### src/rtl/eff_pkg.sv
package eff_pkg;

    localparam int MW = 32;
    localparam int Q_BITS = 16;
    localparam int DIV_CELLS = Q_BITS;
    localparam int SQRT_CELLS = MW;

    localparam logic [3:0] MIN_ORDER = 4'd2;

    localparam logic [2:0] ST_OK      = 3'd0;
    localparam logic [2:0] ST_ZERO    = 3'd1;
    localparam logic [2:0] ST_ORDER   = 3'd2;
    localparam logic [2:0] ST_INVALID = 3'd3;
    localparam logic [2:0] ST_SAT     = 3'd4;

    localparam logic [Q_BITS-1:0] Q15_MAX = 16'h7fff;
    localparam logic [Q_BITS-1:0] Q15_MIN = 16'h8000;

    // Side data that rides along with each word through the square-root cells.
    typedef struct packed {
        logic              kill;
        logic [2:0]        code;
        logic              mode;
        logic signed [MW:0] num_re;
        logic signed [MW:0] num_im;
        logic signed [MW:0] trace;
    } side_t;

    typedef struct packed {
        logic              valid;
        logic [2*MW-1:0]   rad;
        logic [MW+2:0]     rem;
        logic [MW-1:0]     root;
        side_t             side;
    } sq_t;

    typedef struct packed {
        logic              valid;
        logic              kill;
        logic [2:0]        code;
        logic              neg_re;
        logic              neg_im;
        logic              ovf_re;
        logic              ovf_im;
        logic [MW+2:0]     ud;
        logic [MW+4:0]     r_re;
        logic [MW+4:0]     r_im;
        logic [Q_BITS-1:0] q_re;
        logic [Q_BITS-1:0] q_im;
    } dv_t;

    typedef struct packed {
        logic [Q_BITS-1:0] re;
        logic [Q_BITS-1:0] im;
        logic [2:0]        status;
    } res_t;

endpackage

### src/rtl/eff_div_cell.sv
module eff_div_cell (
    input  logic         clk,
    input  logic         rst_n,
    input  logic         en,
    input  eff_pkg::dv_t d,
    output eff_pkg::dv_t q
);
    import eff_pkg::*;

    dv_t           q_reg;
    dv_t           q_next;
    logic [MW+4:0] udx;
    logic [MW+4:0] diff_re;
    logic [MW+4:0] diff_im;
    logic          ge_re;
    logic          ge_im;

    // Both components share the divisor; each lane yields one quotient bit.
    always_comb
    begin
        udx     = {2'b00, d.ud};
        ge_re   = d.r_re >= udx;
        ge_im   = d.r_im >= udx;
        diff_re = d.r_re - udx;
        diff_im = d.r_im - udx;
        q_next  = d;
        q_next.r_re = ge_re ? {diff_re[MW+3:0], 1'b0} : {d.r_re[MW+3:0], 1'b0};
        q_next.r_im = ge_im ? {diff_im[MW+3:0], 1'b0} : {d.r_im[MW+3:0], 1'b0};
        q_next.q_re = {d.q_re[Q_BITS-2:0], ge_re};
        q_next.q_im = {d.q_im[Q_BITS-2:0], ge_im};
    end

    always_ff @(posedge clk or negedge rst_n)
    begin
        if (!rst_n)
        begin
            q_reg.valid <= 1'b0;
        end
        else if (en)
        begin
            q_reg <= q_next;
        end
    end

    assign q = q_reg;

endmodule

### config.mk
export PLATFORM = sky130hd
export DESIGN_NAME = eff_div_cell
export DESIGN_NICKNAME = d
export VERILOG_FILES = /design/src/rtl/eff_pkg.sv /design/src/rtl/eff_div_cell.sv
export SDC_FILE = /design/constraint.sdc
export NUM_CORES = 1
export LEC_CHECK = 0
export ABC_AREA = 1
export BUFFER_PORTS_ARGS = -buffer_cell sky130_fd_sc_hd__buf_2
export CAP_MARGIN = 20
export CELL_PAD_IN_SITES_DETAIL_PLACEMENT = 0
export CELL_PAD_IN_SITES_GLOBAL_PLACEMENT = 1
export CORE_MARGIN = 8
export CORE_UTILIZATION = 41
export DETAILED_ROUTE_END_ITERATION = 8
export MAX_ROUTING_LAYER = met4
export PLACE_DENSITY = 0.95
export RECOVER_POWER = 25
export SLEW_MARGIN = 25
export SYNTH_ARGS = -nofsm -noshare
export SYNTH_HDL_FRONTEND = slang
export SYNTH_SLANG_ARGS = --single-unit
### constraint.sdc
create_clock -name clk -period 1.4 [get_ports clk]
set_clock_uncertainty 0.15 [all_clocks]
set_input_delay 0.14 -clock clk [delete_from_list [all_inputs] [get_ports clk]]
set_output_delay 0.14 -clock clk [all_outputs]
set_load 0.02 [all_outputs]
# Word-level counts from Yosys, hierarchy flattened

Index checks and enable logic that the tools add are counted.

$lt $le $gt $ge: 2
Add/subtract/negate cells: 2
Reduce and logical (&&, ||, !) cells: 1
Muxes and demuxes: 2

Operators with widths:

| kind                           | count |
|---|---|
| >= comparator 37 x 35 -> 1 bit | 2 |
| 2-to-1 mux 37 bit              | 2 |
| subtractor 36 x 35 -> 36 bit   | 2 |
| AND reduction 2 bit            | 1 |

Input bits: 153
Register bits after elaboration: 150
Output and inout port bits: 150

# Logic depth before layout (Yosys ltp)

Depth in word-level cells: 2
Gate-level depth with buffers: 16

# Worst setup path before layout

OpenSTA, ideal clock, no wires.

Path kind: input to register
Start point: input rst_n
End point: register q_reg, in the netlist q[0] (enable)
Buffers on the path: 0
Cell stages on the path: 2
Path slack: -2254 ps
Data arrival time: 3004 ps
Cell sequence: nand2_1 inv_1

Cells in the longest elaborated chain, start to end: 1

RTL lines:

| what                                 | line               | source |
|---|---|---|
| start: declaration                   | eff_div_cell.sv:3  | `input logic rst_n,` |
| AND reduction 2 bit (no source line) | -                  |  |
| end signal: assignment               | eff_div_cell.sv:41 | `q_reg <= q_next;` |
| end: declaration                     | eff_div_cell.sv:10 | `dv_t q_reg;` |

No other way between the ends.
A chain may end at the register's enable or synchronous reset.

==> results.txt <==
status - finished with violations
failing checks - setup timing
LEAKAGE - 0.00941 uW
HP Start - d[90]
final cell count without fillers - 2,557
DRC Markers - 0
multiplexer share of the synthesized area - 0.00102
# rows - 60
pin count of the biggest net entering global routing - 55
placed insts - 2,342
PD cells - 913 nW/um^2
FF-to-FF setup slack - 0.46 ns
CP cell instances - buf_2 > inv_1 > ha_2 > nand2_1 > nor2_4 > nand2_1 > nand3_2 > nand2_1 > nand3_2 > nand3_2 > nand2_4 > buf_12 > clkbuf_16 > o21ai_1
worst r2r dst - q[149]
top-area cell type share of the netlist area - 0.401
internal power - 11,200 uW
crit path kind - in2reg
Final Cycle Share - 1.44
Synth Area in Compound Gates - 0.0447
Worst path max stage delay - 0.43 ns
WP depth - 14
Yosys top cell by area - edfxtp_1
crit path from - d[107]
Pre-Repair DR Iteration Count - 8
CP startpoint kind - input pin
first-pass GRT wire length - 68,800 um
CTS tree - yes
Worst setup EP type - flop
Clock Pin Slew Worst Setup and Hold Paths - 0.08 ns
Ys Warns - 0
clk_lat worst skew - 0.44 ns
Slew Viols, Final - 0
Die Width - 180 um
Hold Path Stages - 4
total grt overflow - 0
post-synth cell types - 36
main combinational cell family by area after synthesis - simple AND/OR/NAND/NOR gates
Post-Synth Adder-Cell Area - 0.0832
Clk pwr share - 0.293
worst setup margin - -0.613 ns
dpl ws - -1.06 ns
total CTS buffers - 17
Reg2Reg Depth - 1
Layout Nets - 2,426
Overall Power - 17,600 uW
vias in the first global route - 12,600
final hold violation count - 0
Top FF cell, synth - edfxtp_1
Fillers - 1,877
Net Sw Frac - 0.365
count of input and output buffers - 298
root buf cell - clkbuf_16
1st-iter DRT viols - 1,192
CP top delay family - simple AND/OR/NAND/NOR gates
CTS max path bufs - 2
area grow syn2layout - 74.9%
Seq/Total Area, Yosys - 0.403
register bit total from synthesis - 148
routed wire length per instance - 20.2 um
initial antenna violation count - 2
crit path DAT - 2.05 ns
area share of and/or/nand/nor cells after synthesis - 0.338
Combinational Power Share - 0.393
via/cell ratio - 5.15
dpl hpwl - 34,400 um
total core area - 26,700 sq um
initial core utilization - 0.413
flip-flop count of the largest register after layout - 148
synth top area cells - edfxtp_1 40%, nand2_1 20%, inv_1 8.3%
Gate Count Post-Synth - 1,489
Mapped Area - 11,000 sq um
RSZ-0062 raised after global routing - yes
R2R Path Start - q[149]
IO Count - 303
HP Class - in2reg
Post-Synth XOR/XNOR Area - 0.0302
Psw - 6420 uW
final setup fails - 74
Flop pwr share - 0.314
Die Area - 32,400 sq um
RD Place Congestion - 0.954
routed vias - 13,200
worst path bufs/invs - 4
VDD IR max - 0.665 mV
Sink Count - 148
CP max FO - 8
post-route ant nets - 0
Post-Syn Area per Cell - 7.39 sq um
WP data required - 1.44 ns
Overall Global Routing Usage - 0.279
final wirelength - 51,600 um
number of enable flip-flop cells after synthesis - 147
H-tree levels - 4
# Max-Cap Violations - 0
fin crit period - 2.01 ns
asr flop ratio synth - 0.00676
fin util - 0.722
CP max-delay cell - ha_2
share of cells above drive strength 1 - 0.438
DIE HEIGHT - 180 um
worst setup path end - q[71]
highest clock rate - 497 MHz
[routing by layer]
metal	GRT usage	vias to the layer above	share of wire	routed length, um
met5	-	-	0	0
met2	0.456	724	0.47	24100
li1	-	6146	-	-
met4	0.120	0	0.047	2410
met3	0.0645	160	0.084	4350
met1	0.327	6137	0.40	20700
[cell usage in the layout (no fill, tap or decap), types with 19 or more instances in the layout]
cell / count
nand3_2: 32
nand2_1: 452
ha_4: 62
xor2_1: 36
nand2_4: 51
clkbuf_16: 30
inv_2: 21
nand2_2: 104
a21oi_2: 19
buf_4: 238
nand3_1: 46
dlygate4sd3_1: 140
nor2_1: 91
a21oi_1: 37
edfxtp_1: 147
buf_2: 283
nor2_2: 20
inv_1: 204
[worst min-delay path by stage]
stage | to | slack [ns]
final | q[91] | 0.006
after global routing | q[91] | 0.006
after CTS | q[118] | -0.25
after detailed placement | q[149] | -0.19
after global placement | q[149] | -0.19
after floorplan | q[149] | -0.31
[cell usage after synthesis, types with 18 or more instances]
cell type  number
ha_1           70
inv_1         242
nor3_1         24
nand3b_1       18
nor2_1        116
xor2_1         36
nand3_2        23
nand2_1       593
nand3_1        59
a21oi_1        56
edfxtp_1      147
[worst min-delay path, cell delays in order]
cell and delay (ns):
buf_2 0.12, buf_4 0.12, nand2_4 0.04, nand2_2 0.06
[power groups by stage]
| stage | sequential, uW | combinational [uW] | clock, uW |
|---|---|---|---|
| floorplan | 6100 | 2730 | 0 |
| global route | 5540 | 7360 | 5290 |
| CTS | 5500 | 5970 | 5080 |
| finish | 5510 | 6910 | 5150 |
| global placement | 5580 | 5500 | 0 |
| detailed placement | 5590 | 5600 | 0 |
[cell type report]
cell class / instances / area [sq um] / area share
well taps: 341 / 427 / 0.0222
clock buffers: 17 / 425 / 0.0221
repair buffers: 708 / 5450 / 0.283
inverters: 247 / 1040 / 0.0538
clock inverters: 15 / 188 / 0.00975
flip-flops and latches: 148 / 4440 / 0.231
multi-input cells: 1079 / 7290 / 0.378
diodes: 2 / 5.00 / 0.000260
[what timing repair did]
item,in CTS,in global routing
gates resized for setup,21,258
pin swaps,0,67
setup endpoints to repair,74,119
endpoints found under the hold margin,139,2
hold buffers,140,2
cloned,0,17
setup buffers,2,22
[through the flow]
stage,TNS (ns),area (sq um),hold WS (ns)
after floorplan,-253.63,12100,-0.306
after global placement,-71.44,15700,-0.195
after detailed placement,-72.83,15700,-0.191
after CTS,-31.27,17800,-0.247
after global routing,-43.88,19300,0.00585
final,-40.88,19300,0.00603
[cells by family after synthesis]
| logic type | count (synthesis) |
|---|---|
| compound gates | 89 |
| xor+xnor | 38 |
| fa+ha+maj | 72 |
| buf+inv | 263 |
| flops | 148 |
| mux | 1 |
| other cells | 1 |
| simple gates | 877 |
Power figures use the tool's default switching activity.
