`config.mk`:
```
export PLATFORM = sky130hd
export DESIGN_NAME = eff_sqrt_cell
export DESIGN_NICKNAME = d
export VERILOG_FILES = /design/src/rtl/eff_pkg.sv /design/src/rtl/eff_sqrt_cell.sv
export SDC_FILE = /design/constraint.sdc
export NUM_CORES = 1
export LEC_CHECK = 0
export BUFFER_PORTS_ARGS = -buffer_cell sky130_fd_sc_hd__buf_2
export CAP_MARGIN = 40
export CORE_AREA = 2 2 187 189
export DETAILED_ROUTE_END_ITERATION = 8
export DIE_AREA = 0 0 189 191
export GPL_TIMING_DRIVEN = 0
export PLACE_DENSITY = 0.5
export SYNTH_ARGS = -nofsm -noshare
export SYNTH_HDL_FRONTEND = slang
export SYNTH_SLANG_ARGS = --single-unit
```
`constraint.sdc`:
```
create_clock -name clk -period 0.8 [get_ports clk]
set_input_delay 0.04 -clock clk [delete_from_list [all_inputs] [get_ports clk]]
set_output_delay 0.04 -clock clk [all_outputs]
set_load 0.005 [all_outputs]
```
`src/rtl/eff_pkg.sv`:
```
package eff_pkg;

    localparam int MW = 32;
    localparam int Q_BITS = 16;
    localparam int DIV_CELLS = Q_BITS;
    localparam int SQRT_CELLS = MW;

    localparam logic [3:0] MIN_ORDER = 4'd2;

    localparam logic [2:0] ST_OK      = 3'd0;
    localparam logic [2:0] ST_ZERO    = 3'd1;
    localparam logic [2:0] ST_ORDER   = 3'd2;
    localparam logic [2:0] ST_INVALID = 3'd3;
    localparam logic [2:0] ST_SAT     = 3'd4;

    localparam logic [Q_BITS-1:0] Q15_MAX = 16'h7fff;
    localparam logic [Q_BITS-1:0] Q15_MIN = 16'h8000;

    // Side data that rides along with each word through the square-root cells.
    typedef struct packed {
        logic              kill;
        logic [2:0]        code;
        logic              mode;
        logic signed [MW:0] num_re;
        logic signed [MW:0] num_im;
        logic signed [MW:0] trace;
    } side_t;

    typedef struct packed {
        logic              valid;
        logic [2*MW-1:0]   rad;
        logic [MW+2:0]     rem;
        logic [MW-1:0]     root;
        side_t             side;
    } sq_t;

    typedef struct packed {
        logic              valid;
        logic              kill;
        logic [2:0]        code;
        logic              neg_re;
        logic              neg_im;
        logic              ovf_re;
        logic              ovf_im;
        logic [MW+2:0]     ud;
        logic [MW+4:0]     r_re;
        logic [MW+4:0]     r_im;
        logic [Q_BITS-1:0] q_re;
        logic [Q_BITS-1:0] q_im;
    } dv_t;

    typedef struct packed {
        logic [Q_BITS-1:0] re;
        logic [Q_BITS-1:0] im;
        logic [2:0]        status;
    } res_t;

endpackage

```
`src/rtl/eff_sqrt_cell.sv`:
```
module eff_sqrt_cell (
    input  logic         clk,
    input  logic         rst_n,
    input  logic         en,
    input  eff_pkg::sq_t d,
    output eff_pkg::sq_t q
);
    import eff_pkg::*;

    sq_t           q_reg;
    sq_t           q_next;
    logic [MW+2:0] rem_sh;
    logic [MW+2:0] trial;

    // One root bit per cell: bring down two radicand bits and try root*4+1.
    always_comb
    begin
        rem_sh = {d.rem[MW:0], d.rad[2*MW-1 -: 2]};
        trial  = {1'b0, d.root, 2'b01};
        q_next = d;
        q_next.rad = {d.rad[2*MW-3:0], 2'b00};
        if (rem_sh >= trial)
        begin
            q_next.rem  = rem_sh - trial;
            q_next.root = {d.root[MW-2:0], 1'b1};
        end
        else
        begin
            q_next.rem  = rem_sh;
            q_next.root = {d.root[MW-2:0], 1'b0};
        end
    end

    always_ff @(posedge clk or negedge rst_n)
    begin
        if (!rst_n)
        begin
            q_reg.valid <= 1'b0;
        end
        else if (en)
        begin
            q_reg <= q_next;
        end
    end

    assign q = q_reg;

endmodule

```
Word-level counts from Yosys, hierarchy flattened --
Cells that the tools add are included.
Word-level totals: register bits 234, input port bits 239
Operators by class: order comparisons 1, $add $sub $neg 1, reductions and logical operators 1, mux-type cells 1
Operators with widths (count):
- two-way mux 67 bit | 1
- >= comparator 35 x 34 -> 1 bit | 1
- subtractor 35 x 34 -> 35 bit | 1
- AND reduction 2 bit | 1

Logic depth before layout (Yosys ltp) --
Gate-level depths: netlist of run 1.
word-level depth 2, depth in mapped cells 13

Worst setup path after synthesis of run 1 --
OpenSTA, ideal clock, no wires.
path kind in2reg, from input en, to register q_reg (netlist bit q[0]), enable pin, path buffers 0, setup slack -5.135 ns, arrival time 5.313 ns, stages on the path 1, path through and2_1
On the way: cells in the longest elaborated chain, start to end 1
RTL lines:
- start: declaration | line eff_sqrt_cell.sv:4 | input logic en,
- AND reduction 2 bit (no line)
- end signal: assignment | line eff_sqrt_cell.sv:42 | q_reg <= q_next;
- end: declaration | line eff_sqrt_cell.sv:10 | sq_t q_reg;
No other way between the ends. A chain may end at the register's enable or synchronous reset.

==> results of run 1 <==
## layout make-up
cell class / instances / area (um^2) / share of cell area [%]
sequential: 234 / 7020 / 41.7
inverter: 46 / 188 / 1.12
antenna: 3 / 7.51 / 0.0446
clock inverter: 11 / 139 / 0.825
multi-input combinational: 316 / 2790 / 16.6
clock buffer: 41 / 781 / 4.64
buffer: 11 / 131 / 0.781
tap: 455 / 569 / 3.38
timing repair buffer: 745 / 5200 / 30.9
## synth_stat cells, types with 7 or more instances
cell type    n  area share (%)
nor2_1      45             1.8
a21oi_1     46             2.4
a21o_1       8            0.63
edfxtp_1   233              74
xor2_1      10            0.92
o21ai_0     20             1.1
xnor2_1     21             1.9
nor3_1      10            0.53
nand4_1      9            0.59
ha_1        34             4.5
mux2_2       7            0.83
nand2_1     20            0.79
inv_1       46             1.8
## tightest hold or removal path, stage by stage
cell,delay (ns)
buf_2,0.10
nor2_1,0.05
a21oi_2,0.09
## kinds of logic after synthesis
kind of cell             share of synthesized area, %
flip-flops                                       74.0
buffers and inverters                            2.76
other                                          0.0395
AND/OR/NAND/NOR                                  5.59
adder cells (fa/ha/maj)                          4.48
XOR/XNOR                                         2.86
multiplexers                                     1.78
AO/OA/AOI/OAI                                    8.52
## where the power goes
| part | total [W] | switching [W] | internal, W |
|---|---|---|---|
| combinational | 0.00648 | 0.00308 | 0.00341 |
| sequential | 0.0148 | 0.000210 | 0.0146 |
| clock | 0.0128 | 0.00506 | 0.00772 |
## stage by stage
step,total power [W],util (%),hold slack [ns],instance area (um^2)
floorplan,0.0175,-,-0.256,9810
global placement,0.0198,37.3,-0.177,12700
detailed placement,0.0198,37.6,-0.172,12800
CTS,0.0342,48.4,-0.190,16500
global route,0.0355,49.3,-0.162,16800
finish,0.0341,49.3,-0.156,16800
## repair_timing
| action | 4_1_cts | 5_1_grt |
|---|---|---|
| endpoints found under the hold margin | 234 | 1 |
| buffers inserted | 19 | 15 |
| pin swaps | 13 | 15 |
| setup endpoints to repair | 443 | 270 |
| gates resized for setup | 43 | 49 |
| cloned | 5 | 1 |
## cells in the final DEF, fill, tap and decap left out, drive strengths merged, types with 5 or more instances in the layout
cell type	count
nor2	45
clkbuf	44
o21ai	22
a21oi	50
nor3	10
nand4	9
o211ai	6
mux2	12
edfxtp	233
dlygate4sd3	235
buf	516
inv	47
xnor2	21
clkinv	5
nand2	20
ha	34
a21o	8
xor2	10
and3	5
## routing by layer
layer  part of all wire, %  global-route usage (%)  up-vias
met1                    38                    22.2     4021
met4                   4.1                    8.05        6
met5                  0.10                       0        -
li1                      -                       -     3865
met2                    50                    34.6      333
met3                   7.1                    4.59       77
## worst paths after layout
path	startpoint	end	cells past startpoint	slack [ns]
setup / recovery	d[104]	q[150]$_DFFE_PP_	12	-1.20
hold / removal	d[234]	q[137]$_DFFE_PP_	3	-0.16
setup reg to reg	q[235]$_DFFE_PN0P_	q[235]$_DFFE_PN0P_	1	0.04
hold reg to reg	q[235]$_DFFE_PN0P_	q[235]$_DFFE_PN0P_	1	0.53
max in group asynchronous	rst_n	q[235]$_DFFE_PN0P_	3	0.30
min in group asynchronous	rst_n	q[235]$_DFFE_PN0P_	3	0.40
==> flow_metrics.py, run 1 <==
metrics = {
    "outcome": {
        "status": "finished with violations",
        "violations": "hold timing, setup timing",
    },
    "logic_synthesis": {
        "netlist_area_mm2": 0.00949,
        "synth-edff-count": 233,
        "synth_cell_type_count": 62,
        "synth_ff_type": "edfxtp_1",
        "yosys_warnings": 0,
        "ys_seq_elements": 234,
        "async_flop_share_pct": 0.427,
        "syn_inst": 606,
        "ys_seq_area_share_pct": 74.0,
        "synth_area_per_cell_um2": 15.7,
    },
    "global_route": {
        "grt_max_degree": 49,
        "grt_use_total_pct": 19.3,
        "grt_pass1_vias": 8361,
        "overflow": 0,
        "grt_pass1_wl_um": 52300,
        "antenna_found_initial": 6,
    },
    "power": {
        "powerDensity_mw_per_mm2": 2020,
        "irDropWorstVdd_v": 0.00168,
        "leakage_nw": 7.05,
    },
    "critical_path": {
        "worstSetupEndpointType": "register",
        "path_cells": "buf_12 -> inv_4 -> ha_4 -> o21a_1 -> o211ai_1 -> a311o_1 -> a211oi_4 -> buf_6 -> o31ai_4 -> o21ai_4 -> buf_6 -> mux2_4",
        "cpLargestDelayFamily": "compound AO/OA/AOI/OAI gates",
        "slowest_stage": "a311o_1",
        "path_class": "in2reg",
        "worstPathArrival_ns": 2.29,
        "critPathBufInv": 4,
        "worstSetupStartpointType": "input pin",
        "critPathMaxStageDelay_ns": 0.39,
        "critical_path_required_ns": 1.09,
        "worstPathMaxFanout": 5,
        "cpMostUsedCell": "buf_6",
    },
    "sta": {
        "fin_hold_ws_ns": -0.156,
        "finalClockSkew_ns": 0,
        "max-slew-margin-rel_pct": 46.4,
        "setup_viol": 270,
        "slew_viol_final": 0,
        "worstMarginPinSlew_ns": 0.805,
        "setup_ws_ns": -1.20,
        "setup_tns_ns": -107.15,
        "post-route-min-period_ns": 2.00,
        "rsz0062_at_grt": "yes",
        "period_share_pct": 250,
        "hold_viol": 1,
        "fmax_mhz": 500,
    },
    "clocking": {
        "clock_path_buffers": 3,
        "path_clk_slew_ns": 0.06,
        "cts_hold_buffers": 235,
        "clk-insertion-delay-late_ns": 0.54,
        "cts_buffers": 28,
        "clock_sinks": 234,
        "cts_tree": "yes",
        "h-tree-depth": 1,
        "root_buffer": "clkbuf_16",
    },
    "drt": {
        "routed_wl_um": 37100,
        "firstDrtPassIters": 4,
        "wl_per_cell_um": 19.9,
        "drtAntennaViolNets": 0,
        "drc_errors": 0,
        "drt_iter0_markers": 349,
        "via_per_inst": 4.46,
        "routed-via-count": 8302,
    },
    "cells_and_area": {
        "n_fill_cell": 3071,
        "largest_register_ffs": 234,
        "drive_above_1_share_pct": 47.8,
        "layout.nets": 1655,
        "instances_no_fill": 1862,
        "area_growth_pct": 77.3,
    },
    "die": {
        "die_w_um": 189,
        "core_mm2": 0.0341,
        "rows": 68,
        "start_util_pct": 27.8,
        "die_height_um": 191,
        "fp.dieArea_mm2": 0.0361,
        "ioPinCount": 475,
    },
    "placement": {
        "placed_cells": 1535,
        "io_buffers": 470,
        "place.gp.congestion": 0.826,
        "hpwl_um": 26100,
        "place_ws_ns": -2.18,
    },
    "flow_run": {
        "maxCapViolations": 0,
    },
    "min_path": {
        "hp-class": "in2reg",
    },
}
Power figures use the tool's default switching activity.
==> inputs of run 2 (changes only) <==
--- a/config.mk
+++ b/config.mk
@@ -12,6 +12,7 @@
 export DIE_AREA = 0 0 189 191
 export GPL_TIMING_DRIVEN = 0
 export PLACE_DENSITY = 0.5
+export RECOVER_POWER = 100
 export SYNTH_ARGS = -nofsm -noshare
 export SYNTH_HDL_FRONTEND = slang
 export SYNTH_SLANG_ARGS = --single-unit
==> run 2 against run 1 <==
Compared with the run above:
- the run still ends with hold timing, setup timing left
- count of clock-buffer cells in the layout unchanged
- highest routed layer unchanged
- largest power group unchanged
- critical path depth is 1 lower
- power shrank 0.13%
- combinational power hardly changed
- final area decreased by 0.24%
- core utilization decreased by 0.12 points
- largest cell class unchanged
==> flow_metrics.py, run 2 (synthesis results as in run 1) <==
metrics = {
    "die": {
        "fp.dieArea_mm2": 0.0361,
        "start_util_pct": 27.8,
        "ioPinCount": 475,
        "die_w_um": 189,
        "rows": 68,
        "core_mm2": 0.0341,
        "die_height_um": 191,
    },
    "clocking": {
        "cts_hold_buffers": 235,
        "root_buffer": "clkbuf_16",
        "clk-insertion-delay-late_ns": 0.54,
        "clock_path_buffers": 3,
        "cts_tree": "yes",
        "cts_buffers": 28,
        "h-tree-depth": 1,
        "path_clk_slew_ns": 0.06,
        "clock_sinks": 234,
    },
    "critical_path": {
        "worstSetupStartpointType": "input pin",
        "worstSetupEndpointType": "register",
        "critical_path_required_ns": 1.08,
        "reg2reg_from": "q[235]$_DFFE_PN0P_",
        "ff2ff_setup_slack_ns": 0.05,
        "critPathMaxStageDelay_ns": 0.39,
        "slowest_stage": "a311o_1",
        "path_cells": "buf_4 -> ha_4 -> o21a_1 -> o211ai_1 -> a311o_1 -> a211oi_4 -> buf_6 -> o31ai_4 -> o21ai_4 -> buf_6 -> mux2_4",
        "ff2ff_path_depth": 1,
        "reg2reg_to": "q[235]$_DFFE_PN0P_",
        "path_class": "in2reg",
        "worstPathMaxFanout": 5,
        "worstPathArrival_ns": 2.28,
        "cpMostUsedCell": "buf_6",
    },
    "power": {
        "powerDensity_mw_per_mm2": 2030,
        "irDropWorstVdd_v": 0.00169,
        "total_power_w": 0.0340,
        "leakage_nw": 7.01,
    },
    "drt": {
        "drtAntennaViolNets": 0,
        "drt_iter0_markers": 362,
        "wl_per_cell_um": 19.9,
        "via_per_inst": 4.45,
        "routed-via-count": 8291,
        "routed_wl_um": 37100,
        "drc_errors": 0,
        "firstDrtPassIters": 4,
    },
    "global_route": {
        "grt_use_total_pct": 19.3,
        "grt_max_degree": 49,
        "met1_usage_pct": 22.2,
        "grt_pass1_vias": 8361,
        "global_route.usage.met3_pct": 4.59,
        "grt_pass1_wl_um": 52300,
        "busiest_layer": "met2",
        "met2_usage_pct": 34.6,
        "antenna_found_initial": 6,
        "overflow": 0,
    },
    "placement": {
        "placed_cells": 1535,
        "place.gp.congestion": 0.826,
        "io_buffers": 470,
        "hpwl_um": 26100,
    },
    "sta": {
        "worstMarginPinSlew_ns": 0.804,
        "setup_ws_ns": -1.20,
        "hold_viol": 1,
        "fin_hold_ws_ns": -0.156,
        "post-route-min-period_ns": 2.00,
        "finalClockSkew_ns": 0,
        "max-slew-margin-rel_pct": 46.4,
        "fmax_mhz": 500,
        "setup_viol": 426,
        "slew_viol_final": 0,
        "period_share_pct": 250,
        "rsz0062_at_grt": "yes",
    },
    "cells_and_area": {
        "instances_no_fill": 1862,
        "final_common_cell": "buf_2",
        "final_cell_mix": "450 x buf_2, 235 x dlygate4sd3_1, 233 x edfxtp_1",
        "largest_register_ffs": 234,
        "layout.nets": 1655,
        "drive_above_1_share_pct": 46.9,
        "area_growth_pct": 76.9,
        "n_fill_cell": 3077,
    },
    "min_path": {
        "hold-path-endpoint": "q[137]$_DFFE_PP_",
        "hp-start": "d[234]",
        "hp-class": "in2reg",
        "holdPathStages": 3,
    },
    "flow_run": {
        "maxCapViolations": 0,
    },
    "outcome": {
        "status": "finished with violations",
        "violations": "hold timing, setup timing",
    },
}
[run 2: cell type report]
cell class	instances	area [um^2]	share of cell area, %
Inverter	46	188	1.12
Sequential cell	234	7020	41.8
Antenna cell	3	7.51	0.0447
Tap cell	455	569	3.39
Clock buffer	41	781	4.65
Buffer	11	131	0.783
Timing Repair Buffer	745	5160	30.8
Multi-Input combinational cell	316	2790	16.6
Clock inverter	11	139	0.827
[run 2: per-stage QoR]
step	worst slack [ns]	util, %	instance area [um^2]	setup TNS [ns]
2_1_floorplan	-1.36	-	9810	-351.50
3_3_place_gp	-2.19	37.3	12700	-577.57
3_5_place_dp	-2.18	37.6	12800	-268.77
4_1_cts	-1.29	48.4	16500	-119.18
5_1_grt	-1.22	49.2	16800	-159.41
6_report	-1.20	49.2	16800	-134.66
[run 2: critical path, delay by kind of cell]
kind	cells	cell delay, ns
buffers and inverters	3	0.45
AOI/OAI and AO/OA	6	1.19
muxes	1	0.32
adders and majority gates	1	0.25
[run 2: where the power goes]
| part | leakage (nW) | total (W) | internal, W | switching (W) |
|---|---|---|---|---|
| Sequential | 2.20 | 0.0148 | 0.0146 | 0.000210 |
| Combinational | 4.37 | 0.00645 | 0.00338 | 0.00307 |
| Clock | 0.441 | 0.0128 | 0.00772 | 0.00504 |
| Total | 7.01 | 0.0340 | 0.0257 | 0.00832 |
[run 2: worst max-delay path by stage]
stage	start	endpoint	slack, ns	cells after the start
after global routing	d[120]	q[138]$_DFFE_PP_	-1.22	13
after global placement	rst_n	q[104]$_DFFE_PP_	-2.19	2
after detailed placement	d[116]	q[168]$_DFFE_PP_	-2.18	11
after floorplan	d[126]	q[139]$_DFFE_PP_	-1.36	11
final	d[136]	q[150]$_DFFE_PP_	-1.20	11
after CTS	d[104]	q[144]$_DFFE_PP_	-1.29	13
[run 2: layer usage]
metal,vias up,routed length (um)
met3,81,2660
met1,4023,14200
met4,6,1490
met2,315,18700
met5,-,38
li1,3866,-
[run 2: what timing repair did]
action | in CTS | in global routing
gates cloned | 5 | 1
setup buffers | 19 | 15
endpoints found under the setup margin | 443 | 270
hold endpoints to repair | 234 | 1
pin swaps | 13 | 15
gates resized for setup | 43 | 49
